### config.mk
export PLATFORM = sky130hd
export DESIGN_NAME = calendar_clock_tick_counter_core
export DESIGN_NICKNAME = d
export VERILOG_FILES = /design/src/cctc_pkg.sv /design/src/calendar_clock_tick_counter_core.sv
export SDC_FILE = /design/constraint.sdc
export NUM_CORES = 1
export LEC_CHECK = 0
export ABC_AREA = 1
export BUFFER_PORTS_ARGS = -buffer_cell sky130_fd_sc_hd__buf_2
export CELL_PAD_IN_SITES_DETAIL_PLACEMENT = 1
export CELL_PAD_IN_SITES_GLOBAL_PLACEMENT = 2
export CORE_MARGIN = 5
export CORE_UTILIZATION = 40
export DETAILED_ROUTE_END_ITERATION = 12
export PLACE_DENSITY_LB_ADDON = 0.3
export SLEW_MARGIN = 20
export SYNTH_ARGS = -nofsm -noshare
export SYNTH_HDL_FRONTEND = slang
export SYNTH_SLANG_ARGS = --single-unit
export TNS_END_PERCENT = 5
### constraint.sdc
create_clock -name clk -period 6 [get_ports clk]
set_input_delay 0.6 -clock clk [delete_from_list [all_inputs] [get_ports clk]]
set_output_delay 0.6 -clock clk [all_outputs]
set_load 0.005 [all_outputs]
### src/cctc_pkg.sv
// Shared widths, limits and month table for the calendar clock tick counter.
package cctc_pkg;

	localparam int unsigned SEC_W   = 6;
	localparam int unsigned MIN_W   = 6;
	localparam int unsigned HOUR_W  = 5;
	localparam int unsigned DAY_W   = 5;
	localparam int unsigned MONTH_W = 4;
	localparam int unsigned YEAR_W  = 14;
	localparam int unsigned H12_W   = 4;
	localparam int unsigned REM_W   = 7;
	localparam int unsigned CENT_W  = 2;

	localparam logic [YEAR_W-1:0]  MAX_YEAR   = YEAR_W'(9999);
	localparam logic [SEC_W-1:0]   SEC_LAST   = SEC_W'(59);
	localparam logic [MIN_W-1:0]   MIN_LAST   = MIN_W'(59);
	localparam logic [HOUR_W-1:0]  HOUR_LAST  = HOUR_W'(23);
	localparam logic [HOUR_W-1:0]  HOUR_NOON  = HOUR_W'(12);
	localparam logic [MONTH_W-1:0] MONTH_FEB  = MONTH_W'(2);
	localparam logic [MONTH_W-1:0] MONTH_DEC  = MONTH_W'(12);
	localparam logic [MONTH_W-1:0] MONTH_JAN  = MONTH_W'(1);
	localparam logic [DAY_W-1:0]   DAY_FIRST  = DAY_W'(1);
	localparam logic [DAY_W-1:0]   DAY_LEAP   = DAY_W'(29);
	localparam logic [REM_W-1:0]   REM_LAST   = REM_W'(99);

	// year / 100 as (year * RECIP) >> RECIP_SH, exact for every 14-bit year
	localparam int unsigned RECIP_SH = 19;
	localparam int unsigned RECIP_W  = 13;
	localparam int unsigned PROD_W   = YEAR_W + RECIP_W;
	localparam int unsigned QUOT_W   = 8;
	localparam logic [RECIP_W-1:0] RECIP = RECIP_W'(5243);

	function automatic logic [DAY_W-1:0] month_len(input logic [MONTH_W-1:0] m);
		logic [DAY_W-1:0] len;
		unique case (m)
			4'd2:                 len = DAY_W'(28);
			4'd4, 4'd6, 4'd9, 4'd11: len = DAY_W'(30);
			default:              len = DAY_W'(31);
		endcase
		return len;
	endfunction

endpackage

### src/calendar_clock_tick_counter_core.sv
// Real-time clock with Gregorian calendar: tick or load in, current date and time out.
//
// Input channel (in_valid/in_ready): one word per second tick (mode 0) or one
// word that loads a full date and time (mode 1). Output channel
// (out_valid/out_ready): one word per input word with the date and time after
// it, a midnight flag and the 12-hour display form.
// An accepted word sits in the input register, and from there moves through
// the tick cascade into the clock state, which is also the output register.
// Throughput is one word per cycle while the receiver does not stall; the rate
// is set by the combinational carry chain second-minute-hour-day-month-
// year. Leap years use a kept remainder of year modulo 100 and the century
// count modulo 4; a loaded year gets these from a reciprocal multiply in front
// of the input register.
// Reset sets 00:00:00 on day 1, January, year 0, with both channels empty.
// When the receiver stalls the result holds; the input register still takes
// one more word, then in_ready drops until the result is taken.
module calendar_clock_tick_counter_core (
	input  logic                           clk,
	input  logic                           arst_n,
	input  logic                           in_valid,
	output logic                           in_ready,
	input  logic                           mode,
	input  logic [cctc_pkg::SEC_W-1:0]     load_second,
	input  logic [cctc_pkg::MIN_W-1:0]     load_minute,
	input  logic [cctc_pkg::HOUR_W-1:0]    load_hour,
	input  logic [cctc_pkg::DAY_W-1:0]     load_day,
	input  logic [cctc_pkg::MONTH_W-1:0]   load_month,
	input  logic [cctc_pkg::YEAR_W-1:0]    load_year,
	output logic                           out_valid,
	input  logic                           out_ready,
	output logic [cctc_pkg::SEC_W-1:0]     cur_second,
	output logic [cctc_pkg::MIN_W-1:0]     cur_minute,
	output logic [cctc_pkg::HOUR_W-1:0]    cur_hour,
	output logic [cctc_pkg::DAY_W-1:0]     cur_day,
	output logic [cctc_pkg::MONTH_W-1:0]   cur_month,
	output logic [cctc_pkg::YEAR_W-1:0]    cur_year,
	output logic                           day_rolled,
	output logic [cctc_pkg::H12_W-1:0]     hour_twelve,
	output logic                           is_pm
);
	import cctc_pkg::*;

	// input register
	logic                valid_s1;
	logic                mode_s1;
	logic [SEC_W-1:0]    sec_s1;
	logic [MIN_W-1:0]    min_s1;
	logic [HOUR_W-1:0]   hour_s1;
	logic [DAY_W-1:0]    day_s1;
	logic [MONTH_W-1:0]  month_s1;
	logic [YEAR_W-1:0]   year_s1;
	logic [REM_W-1:0]    rem_s1;
	logic [CENT_W-1:0]   cent_s1;

	// clock state, doubling as output register
	logic                out_valid_q;
	logic [SEC_W-1:0]    sec_q;
	logic [MIN_W-1:0]    min_q;
	logic [HOUR_W-1:0]   hour_q;
	logic [DAY_W-1:0]    day_q;
	logic [MONTH_W-1:0]  month_q;
	logic [YEAR_W-1:0]   year_q;
	logic [REM_W-1:0]    rem_q;
	logic [CENT_W-1:0]   cent_q;
	logic                rolled_q;
	logic [H12_W-1:0]    h12_q;
	logic                pm_q;

	logic                advance;
	logic [PROD_W-1:0]   ld_prod;
	logic [QUOT_W-1:0]   ld_quot;
	logic [YEAR_W:0]     ld_hund;
	logic [YEAR_W-1:0]   ld_rem;

	logic                sec_wrap, min_wrap, hour_wrap;
	logic                leap;
	logic [DAY_W-1:0]    last_day;
	logic                day_wrap, month_wrap;
	logic [SEC_W-1:0]    sec_d;
	logic [MIN_W-1:0]    min_d;
	logic [HOUR_W-1:0]   hour_d;
	logic [DAY_W-1:0]    day_d;
	logic [MONTH_W-1:0]  month_d;
	logic [YEAR_W-1:0]   year_d;
	logic [REM_W-1:0]    rem_d;
	logic [CENT_W-1:0]   cent_d;
	logic                rolled_d;
	logic [H12_W-1:0]    h12_d;

	assign advance  = valid_s1 && (!out_valid_q || out_ready);
	assign in_ready = !valid_s1 || advance;

	// split loaded year into year mod 100 and century mod 4
	assign ld_prod = PROD_W'(load_year) * PROD_W'(RECIP);
	assign ld_quot = ld_prod[RECIP_SH +: QUOT_W];
	assign ld_hund = (YEAR_W+1)'({ld_quot, 6'b0}) + (YEAR_W+1)'({ld_quot, 5'b0})
			+ (YEAR_W+1)'({ld_quot, 2'b0});
	assign ld_rem  = load_year - ld_hund[YEAR_W-1:0];

	always_ff @(posedge clk or negedge arst_n) begin
		if (!arst_n) begin
			valid_s1 <= 1'b0;
		end else if (in_ready) begin
			valid_s1 <= in_valid;
		end
	end

	always_ff @(posedge clk) begin
		if (in_valid && in_ready) begin
			mode_s1  <= mode;
			sec_s1   <= load_second;
			min_s1   <= load_minute;
			hour_s1  <= load_hour;
			day_s1   <= load_day;
			month_s1 <= load_month;
			year_s1  <= load_year;
			rem_s1   <= ld_rem[REM_W-1:0];
			cent_s1  <= ld_quot[CENT_W-1:0];
		end
	end

	// tick cascade, load override and 12-hour form
	always_comb begin
		sec_wrap   = sec_q >= SEC_LAST;
		min_wrap   = sec_wrap && (min_q >= MIN_LAST);
		hour_wrap  = min_wrap && (hour_q >= HOUR_LAST);
		leap       = (year_q[1:0] == 2'b00) && ((rem_q != '0) || (cent_q == '0));
		last_day   = (month_q == MONTH_FEB && leap) ? DAY_LEAP : month_len(month_q);
		day_wrap   = hour_wrap && (day_q >= last_day);
		month_wrap = day_wrap && (month_q >= MONTH_DEC);

		sec_d   = sec_wrap ? '0 : sec_q + SEC_W'(1);
		min_d   = !sec_wrap ? min_q : (min_wrap ? '0 : min_q + MIN_W'(1));
		hour_d  = !min_wrap ? hour_q : (hour_wrap ? '0 : hour_q + HOUR_W'(1));
		day_d   = !hour_wrap ? day_q : (day_wrap ? DAY_FIRST : day_q + DAY_W'(1));
		month_d = !day_wrap ? month_q : (month_wrap ? MONTH_JAN : month_q + MONTH_W'(1));
		year_d  = year_q;
		rem_d   = rem_q;
		cent_d  = cent_q;
		if (month_wrap) begin
			if (year_q >= MAX_YEAR) begin
				year_d = '0;
				rem_d  = '0;
				cent_d = '0;
			end else begin
				year_d = year_q + YEAR_W'(1);
				if (rem_q >= REM_LAST) begin
					rem_d  = '0;
					cent_d = cent_q + CENT_W'(1);
				end else begin
					rem_d  = rem_q + REM_W'(1);
				end
			end
		end
		rolled_d = hour_wrap;

		if (mode_s1) begin
			sec_d    = sec_s1;
			min_d    = min_s1;
			hour_d   = hour_s1;
			day_d    = day_s1;
			month_d  = month_s1;
			year_d   = year_s1;
			rem_d    = rem_s1;
			cent_d   = cent_s1;
			rolled_d = 1'b0;
		end

		if (hour_d == '0) begin
			h12_d = H12_W'(12);
		end else if (hour_d <= HOUR_NOON) begin
			h12_d = hour_d[H12_W-1:0];
		end else begin
			h12_d = H12_W'(hour_d - HOUR_NOON);
		end
	end

	always_ff @(posedge clk or negedge arst_n) begin
		if (!arst_n) begin
			out_valid_q <= 1'b0;
			sec_q       <= '0;
			min_q       <= '0;
			hour_q      <= '0;
			day_q       <= DAY_FIRST;
			month_q     <= MONTH_JAN;
			year_q      <= '0;
			rem_q       <= '0;
			cent_q      <= '0;
			rolled_q    <= 1'b0;
			h12_q       <= H12_W'(12);
			pm_q        <= 1'b0;
		end else if (advance) begin
			out_valid_q <= 1'b1;
			sec_q       <= sec_d;
			min_q       <= min_d;
			hour_q      <= hour_d;
			day_q       <= day_d;
			month_q     <= month_d;
			year_q      <= year_d;
			rem_q       <= rem_d;
			cent_q      <= cent_d;
			rolled_q    <= rolled_d;
			h12_q       <= h12_d;
			pm_q        <= hour_d >= HOUR_NOON;
		end else if (out_ready) begin
			out_valid_q <= 1'b0;
		end
	end

	assign out_valid   = out_valid_q;
	assign cur_second  = sec_q;
	assign cur_minute  = min_q;
	assign cur_hour    = hour_q;
	assign cur_day     = day_q;
	assign cur_month   = month_q;
	assign cur_year    = year_q;
	assign day_rolled  = rolled_q;
	assign hour_twelve = h12_q;
	assign is_pm       = pm_q;

	a_roll_at_midnight: assert property (@(posedge clk) disable iff (!arst_n)
		out_valid && day_rolled |-> cur_hour == '0 && cur_minute == '0 && cur_second == '0)
		else $error("day_rolled without midnight");

	a_pm_matches_hour: assert property (@(posedge clk) disable iff (!arst_n)
		out_valid |-> is_pm == (cur_hour >= HOUR_NOON))
		else $error("is_pm disagrees with cur_hour");

	a_stall_cause: assert property (@(posedge clk) disable iff (!arst_n)
		!in_ready |-> valid_s1 && out_valid && !out_ready)
		else $error("input stalled without full pipeline");

	a_year_remainder: assert property (@(posedge clk) disable iff (!arst_n)
		advance && !mode_s1 |=> rem_q <= REM_LAST)
		else $error("year remainder out of range after tick");
endmodule
==> impl_metrics.prom <==
# TYPE chip_impl_metric gauge
chip_impl_metric{name="setup_total_negative_slack",unit="ps"} 0
chip_impl_metric{name="num-fill-cells",unit=""} 2608
chip_impl_metric{name="fp-row-count",unit=""} 54
chip_impl_metric{name="synth_area_per_cell",unit="µm²"} 8.96
chip_impl_metric{name="violation_count_after_the_first_detailed_routing_iteration",unit=""} 236
chip_impl_metric{name="routed_via_density",unit=""} 4.94
chip_impl_metric{name="clock_skew",unit="ps"} 10.0
chip_impl_metric{name="number_of_synthesized_flops_with_an_enable_pin",unit=""} 48
chip_impl_info{name="hp-class",value="in2async"} 1
chip_impl_metric{name="die_height",unit="µm"} 158
chip_impl_info{name="critPathKind",value="in2reg"} 1
chip_impl_metric{name="clock_sink_count",unit=""} 105
chip_impl_metric{name="syn_area",unit="µm²"} 8780
chip_impl_metric{name="slew_headroom",unit="%"} 31.5
chip_impl_metric{name="place_area",unit="µm²"} 10000
chip_impl_metric{name="ys_seq_elements",unit=""} 105
chip_impl_metric{name="synth.distinct_cells",unit=""} 47
chip_impl_metric{name="cts_made_buffers",unit=""} 9
chip_impl_metric{name="ant_nets",unit=""} 0
chip_impl_metric{name="core_area",unit="µm²"} 21700
chip_impl_metric{name="setup_viol",unit=""} 0
chip_impl_metric{name="largest_net_degree_at_the_start_of_global_routing",unit=""} 58
chip_impl_metric{name="post_layout_utilization_of_the_core",unit="%"} 48.5
chip_impl_metric{name="hpwl_after_detailed_placement",unit="µm"} 19300
chip_impl_metric{name="synth-async-reset-ratio",unit="%"} 54.3
chip_impl_metric{name="holdBufCountCts",unit=""} 0
chip_impl_metric{name="synth.yosys.seq_area_share",unit="%"} 32.7
chip_impl_metric{name="worst_pin_slew",unit="ps"} 1020
chip_impl_metric{name="stdcell_area",unit="µm²"} 10500
chip_impl_metric{name="power.leakage",unit="nW"} 5.30
chip_impl_metric{name="preCtsSetupSlack",unit="ps"} -309
chip_impl_info{name="ys_dominant_reg_cell",value="sky130_fd_sc_hd__dfrtp_1"} 1
chip_impl_metric{name="timing.max_cap.violations",unit=""} 0
chip_impl_metric{name="drc",unit=""} 0
chip_impl_metric{name="grt_pass1_vias",unit=""} 7521
chip_impl_info{name="worst_path_most_repeated_cell",value="sky130_fd_sc_hd__ha_1"} 1
chip_impl_metric{name="share_of_cells_above_drive_strength_1",unit="%"} 20.1
chip_impl_metric{name="timing.final.crit_period",unit="ps"} 5790
chip_impl_info{name="clock_tree.root_cell",value="sky130_fd_sc_hd__clkbuf_16"} 1
chip_impl_metric{name="grt-ovfl-total",unit=""} 0
chip_impl_metric{name="syn-num-nets",unit=""} 1199
chip_impl_metric{name="grt_usage",unit="%"} 19.4
chip_impl_metric{name="synth_warn",unit=""} 0
chip_impl_info{name="timing.critical_path.to_type",value="flop"} 1
chip_impl_metric{name="pin_count",unit=""} 93
chip_impl_metric{name="drt-pass1-iter-count",unit=""} 4
chip_impl_metric{name="worst-endpoint-required",unit="ps"} 6100
chip_impl_metric{name="setup_slack",unit="ps"} 208
chip_impl_metric{name="clock_latency",unit="ps"} 350
chip_impl_metric{name="power.density_cell_area",unit="nW/µm²"} 542
chip_impl_metric{name="worstPathArrival",unit="ps"} 5900
chip_impl_metric{name="final_max_tran_viols",unit=""} 0
chip_impl_metric{name="netlist_instances",unit=""} 980
chip_impl_metric{name="cts_max_level",unit=""} 3
chip_impl_metric{name="die-width",unit="µm"} 158
chip_impl_info{name="setup.worst_path.start_class",value="input pin"} 1
chip_impl_metric{name="grt_antenna_before_repair",unit=""} 0
chip_impl_metric{name="drt-wirelength-per-cell",unit="µm"} 16.6
chip_impl_metric{name="fmax",unit="MHz"} 173
chip_impl_metric{name="start_util",unit="%"} 40.5
chip_impl_metric{name="worst_setup_hold_path_clk_slew",unit="ps"} 70
chip_impl_metric{name="number_of_buffers_on_the_longest_clock_path",unit=""} 2
chip_impl_metric{name="antennaDiodeCount",unit=""} 0
chip_impl_metric{name="cpPeakStageDelay",unit="ps"} 540
chip_impl_metric{name="worst_ir_drop_vdd",unit="V"} 0.000441
chip_impl_metric{name="place.port_buffers",unit=""} 92
chip_impl_info{name="cts_tree",value="built"} 1
chip_impl_metric{name="synthToLayoutAreaGrowth",unit="%"} 19.7
chip_impl_metric{name="critPathMaxFanout",unit=""} 4
chip_impl_info{name="run_status",value="finished clean"} 1
chip_impl_metric{name="timing.final.crit_share",unit="%"} 96.5
chip_impl_metric{name="design.die.area",unit="µm²"} 25000
chip_impl_info{name="worst_path_max_delay_cell",value="sky130_fd_sc_hd__fa_1"} 1
chip_impl_metric{name="place_congestion",unit=""} 0.849
chip_impl_metric{name="first_pass_grt_wire_length",unit="µm"} 38400
chip_impl_metric{name="via_count",unit=""} 7018
chip_impl_metric{name="num-nets-final",unit=""} 1356
chip_impl_metric{name="hold_viol_final",unit=""} 0
chip_impl_metric{name="route.final.wire_length",unit="µm"} 23700
==> area by class of cell <==
cell class / instances / area, µm² / area share, %
multi-input cells: 662 / 5250 / 49.9
flip-flops and latches: 105 / 2870 / 27.3
clock buffers: 10 / 229 / 2.18
inverters: 200 / 761 / 7.24
well taps: 280 / 350 / 3.33
repair buffers: 159 / 968 / 9.22
clock inverters: 6 / 82.6 / 0.786
==> routing by layer <==
metal	GRT usage, %	share of wire [%]
met3	1.86	3.3
met2	35.8	52
met5	0	0
met4	5.08	2.0
met1	24.4	43
==> cell usage after synthesis, drive strengths merged (5+ instances only) <==
library cell,n,area share (%)
inv,197,8.4
nand2,197,8.6
ha,112,16
fa,62,14
o21ai,56,3.4
dfrtp,53,15
a21oi,51,2.9
edfxtp,48,16
nor2,48,2.2
nand3,47,2.8
xor2,15,1.5
nand4,11,0.78
xnor2,11,1.1
a22oi,10,0.85
clkbuf,9,0.38
a31oi,5,0.36
nand3b,5,0.57
nor3,5,0.34
or2,5,0.36
==> worst max-delay path, delay by kind of cell <==
family	cells	cell delay, ps
xor+xnor	2	360
fa+ha+maj	9	3400
simple gates	4	340
compound gates	5	770
buf+inv	5	450
==> state kept, by name (all words and copies together), names as in the netlist <==
register,flops
cur_second,6
cent_q,2
rem_q,7
cur_hour,5
month_s1,4
cur_year,14
day_rolled,1
min_s1,6
valid_s1,1
cur_minute,6
day_s1,5
hour_s1,5
hour_twelve,4
cur_day,5
cur_month,4
cent_s1,2
mode_s1,1
is_pm,1
year_s1,14
out_valid,1
rem_s1,5
sec_s1,6
==> where the power goes <==
part           leakage [nW]  switching, W  internal [W]
logic                  4.02       0.00210       0.00173
clock network         0.144      0.000264      0.000363
registers              1.14      0.000211       0.00103
==> per-stage QoR <==
step | hold WS (ps) | instances | total power (W)
6_report | 411 | 1422 | 0.00569
5_1_grt | 400 | 1422 | 0.00633
4_1_cts | 406 | 1421 | 0.00535
3_5_place_dp | 471 | 1405 | 0.00470
3_3_place_gp | 467 | 1405 | 0.00458
2_1_floorplan | 304 | 980 | 0.00340
==> cells in the final DEF, fill, tap and decap left out, types with 5 or more instances in the layout <==
| cell type | Yosys | routed |
|---|---|---|
| sky130_fd_sc_hd__edfxtp_1 | 48 | 48 |
| sky130_fd_sc_hd__o21ai_0 | 51 | 49 |
| sky130_fd_sc_hd__fa_1 | 62 | 62 |
| sky130_fd_sc_hd__inv_1 | 197 | 193 |
| sky130_fd_sc_hd__nor2_1 | 44 | 42 |
| sky130_fd_sc_hd__o21ai_2 | 4 | 5 |
| sky130_fd_sc_hd__a31oi_1 | 5 | 5 |
| sky130_fd_sc_hd__buf_2 | 0 | 90 |
| sky130_fd_sc_hd__nand2_1 | 193 | 187 |
| sky130_fd_sc_hd__a21oi_2 | 0 | 9 |
| sky130_fd_sc_hd__nand3_1 | 44 | 44 |
| sky130_fd_sc_hd__ha_4 | 0 | 8 |
| sky130_fd_sc_hd__clkbuf_16 | 0 | 9 |
| sky130_fd_sc_hd__ha_1 | 112 | 104 |
| sky130_fd_sc_hd__nand2_2 | 2 | 8 |
| sky130_fd_sc_hd__a21oi_1 | 51 | 42 |
| sky130_fd_sc_hd__buf_4 | 1 | 67 |
| sky130_fd_sc_hd__xor2_1 | 15 | 15 |
| sky130_fd_sc_hd__xnor2_1 | 11 | 10 |
| sky130_fd_sc_hd__a22oi_1 | 10 | 10 |
| sky130_fd_sc_hd__nand4_1 | 11 | 11 |
| sky130_fd_sc_hd__nor2_2 | 3 | 5 |
| sky130_fd_sc_hd__dfrtp_1 | 53 | 53 |
==> cell families (layout without fill, tap and decap cells) <==
group / after synthesis / count (layout) / share of synthesized area [%]
adders and majority gates: 174 / 174 / 30.1
xor gates and xnor gates: 26 / 26 / 2.59
DFF: 105 / 105 / 32.7
buffers and inverters: 213 / 375 / 9.50
and+or+nand+nor: 322 / 322 / 16.1
AOI/OAI and AO/OA: 140 / 140 / 9.03
==> worst paths after layout <==
path                       slack (ps)  cells after the start                   start                 endpoint
min                               410                      2                  arst_n    out_valid$_DFFE_PN0P_
max                               210                     25            load_year[5]      rem_s1[6]$_DFFE_PP_
max in group asynchronous        5060                      2                  arst_n  cur_year[7]$_DFFE_PN0P_
min in group clk                  420                      1           load_month[3]    month_s1[3]$_DFFE_PP_
min reg2reg                       480                      2  day_rolled$_DFFE_PN0P_   day_rolled$_DFFE_PN0P_
max reg2reg                      2830                     18    rem_q[0]$_DFFE_PN0P_    cent_q[1]$_DFFE_PN0P_
==> what timing repair did <==
action / 4_1_cts / 5_1_grt
setup endpoints to repair: 0 / 1
gates resized for setup: 0 / 35
buffers inserted: 0 / 1
Power figures use the tool's default switching activity.
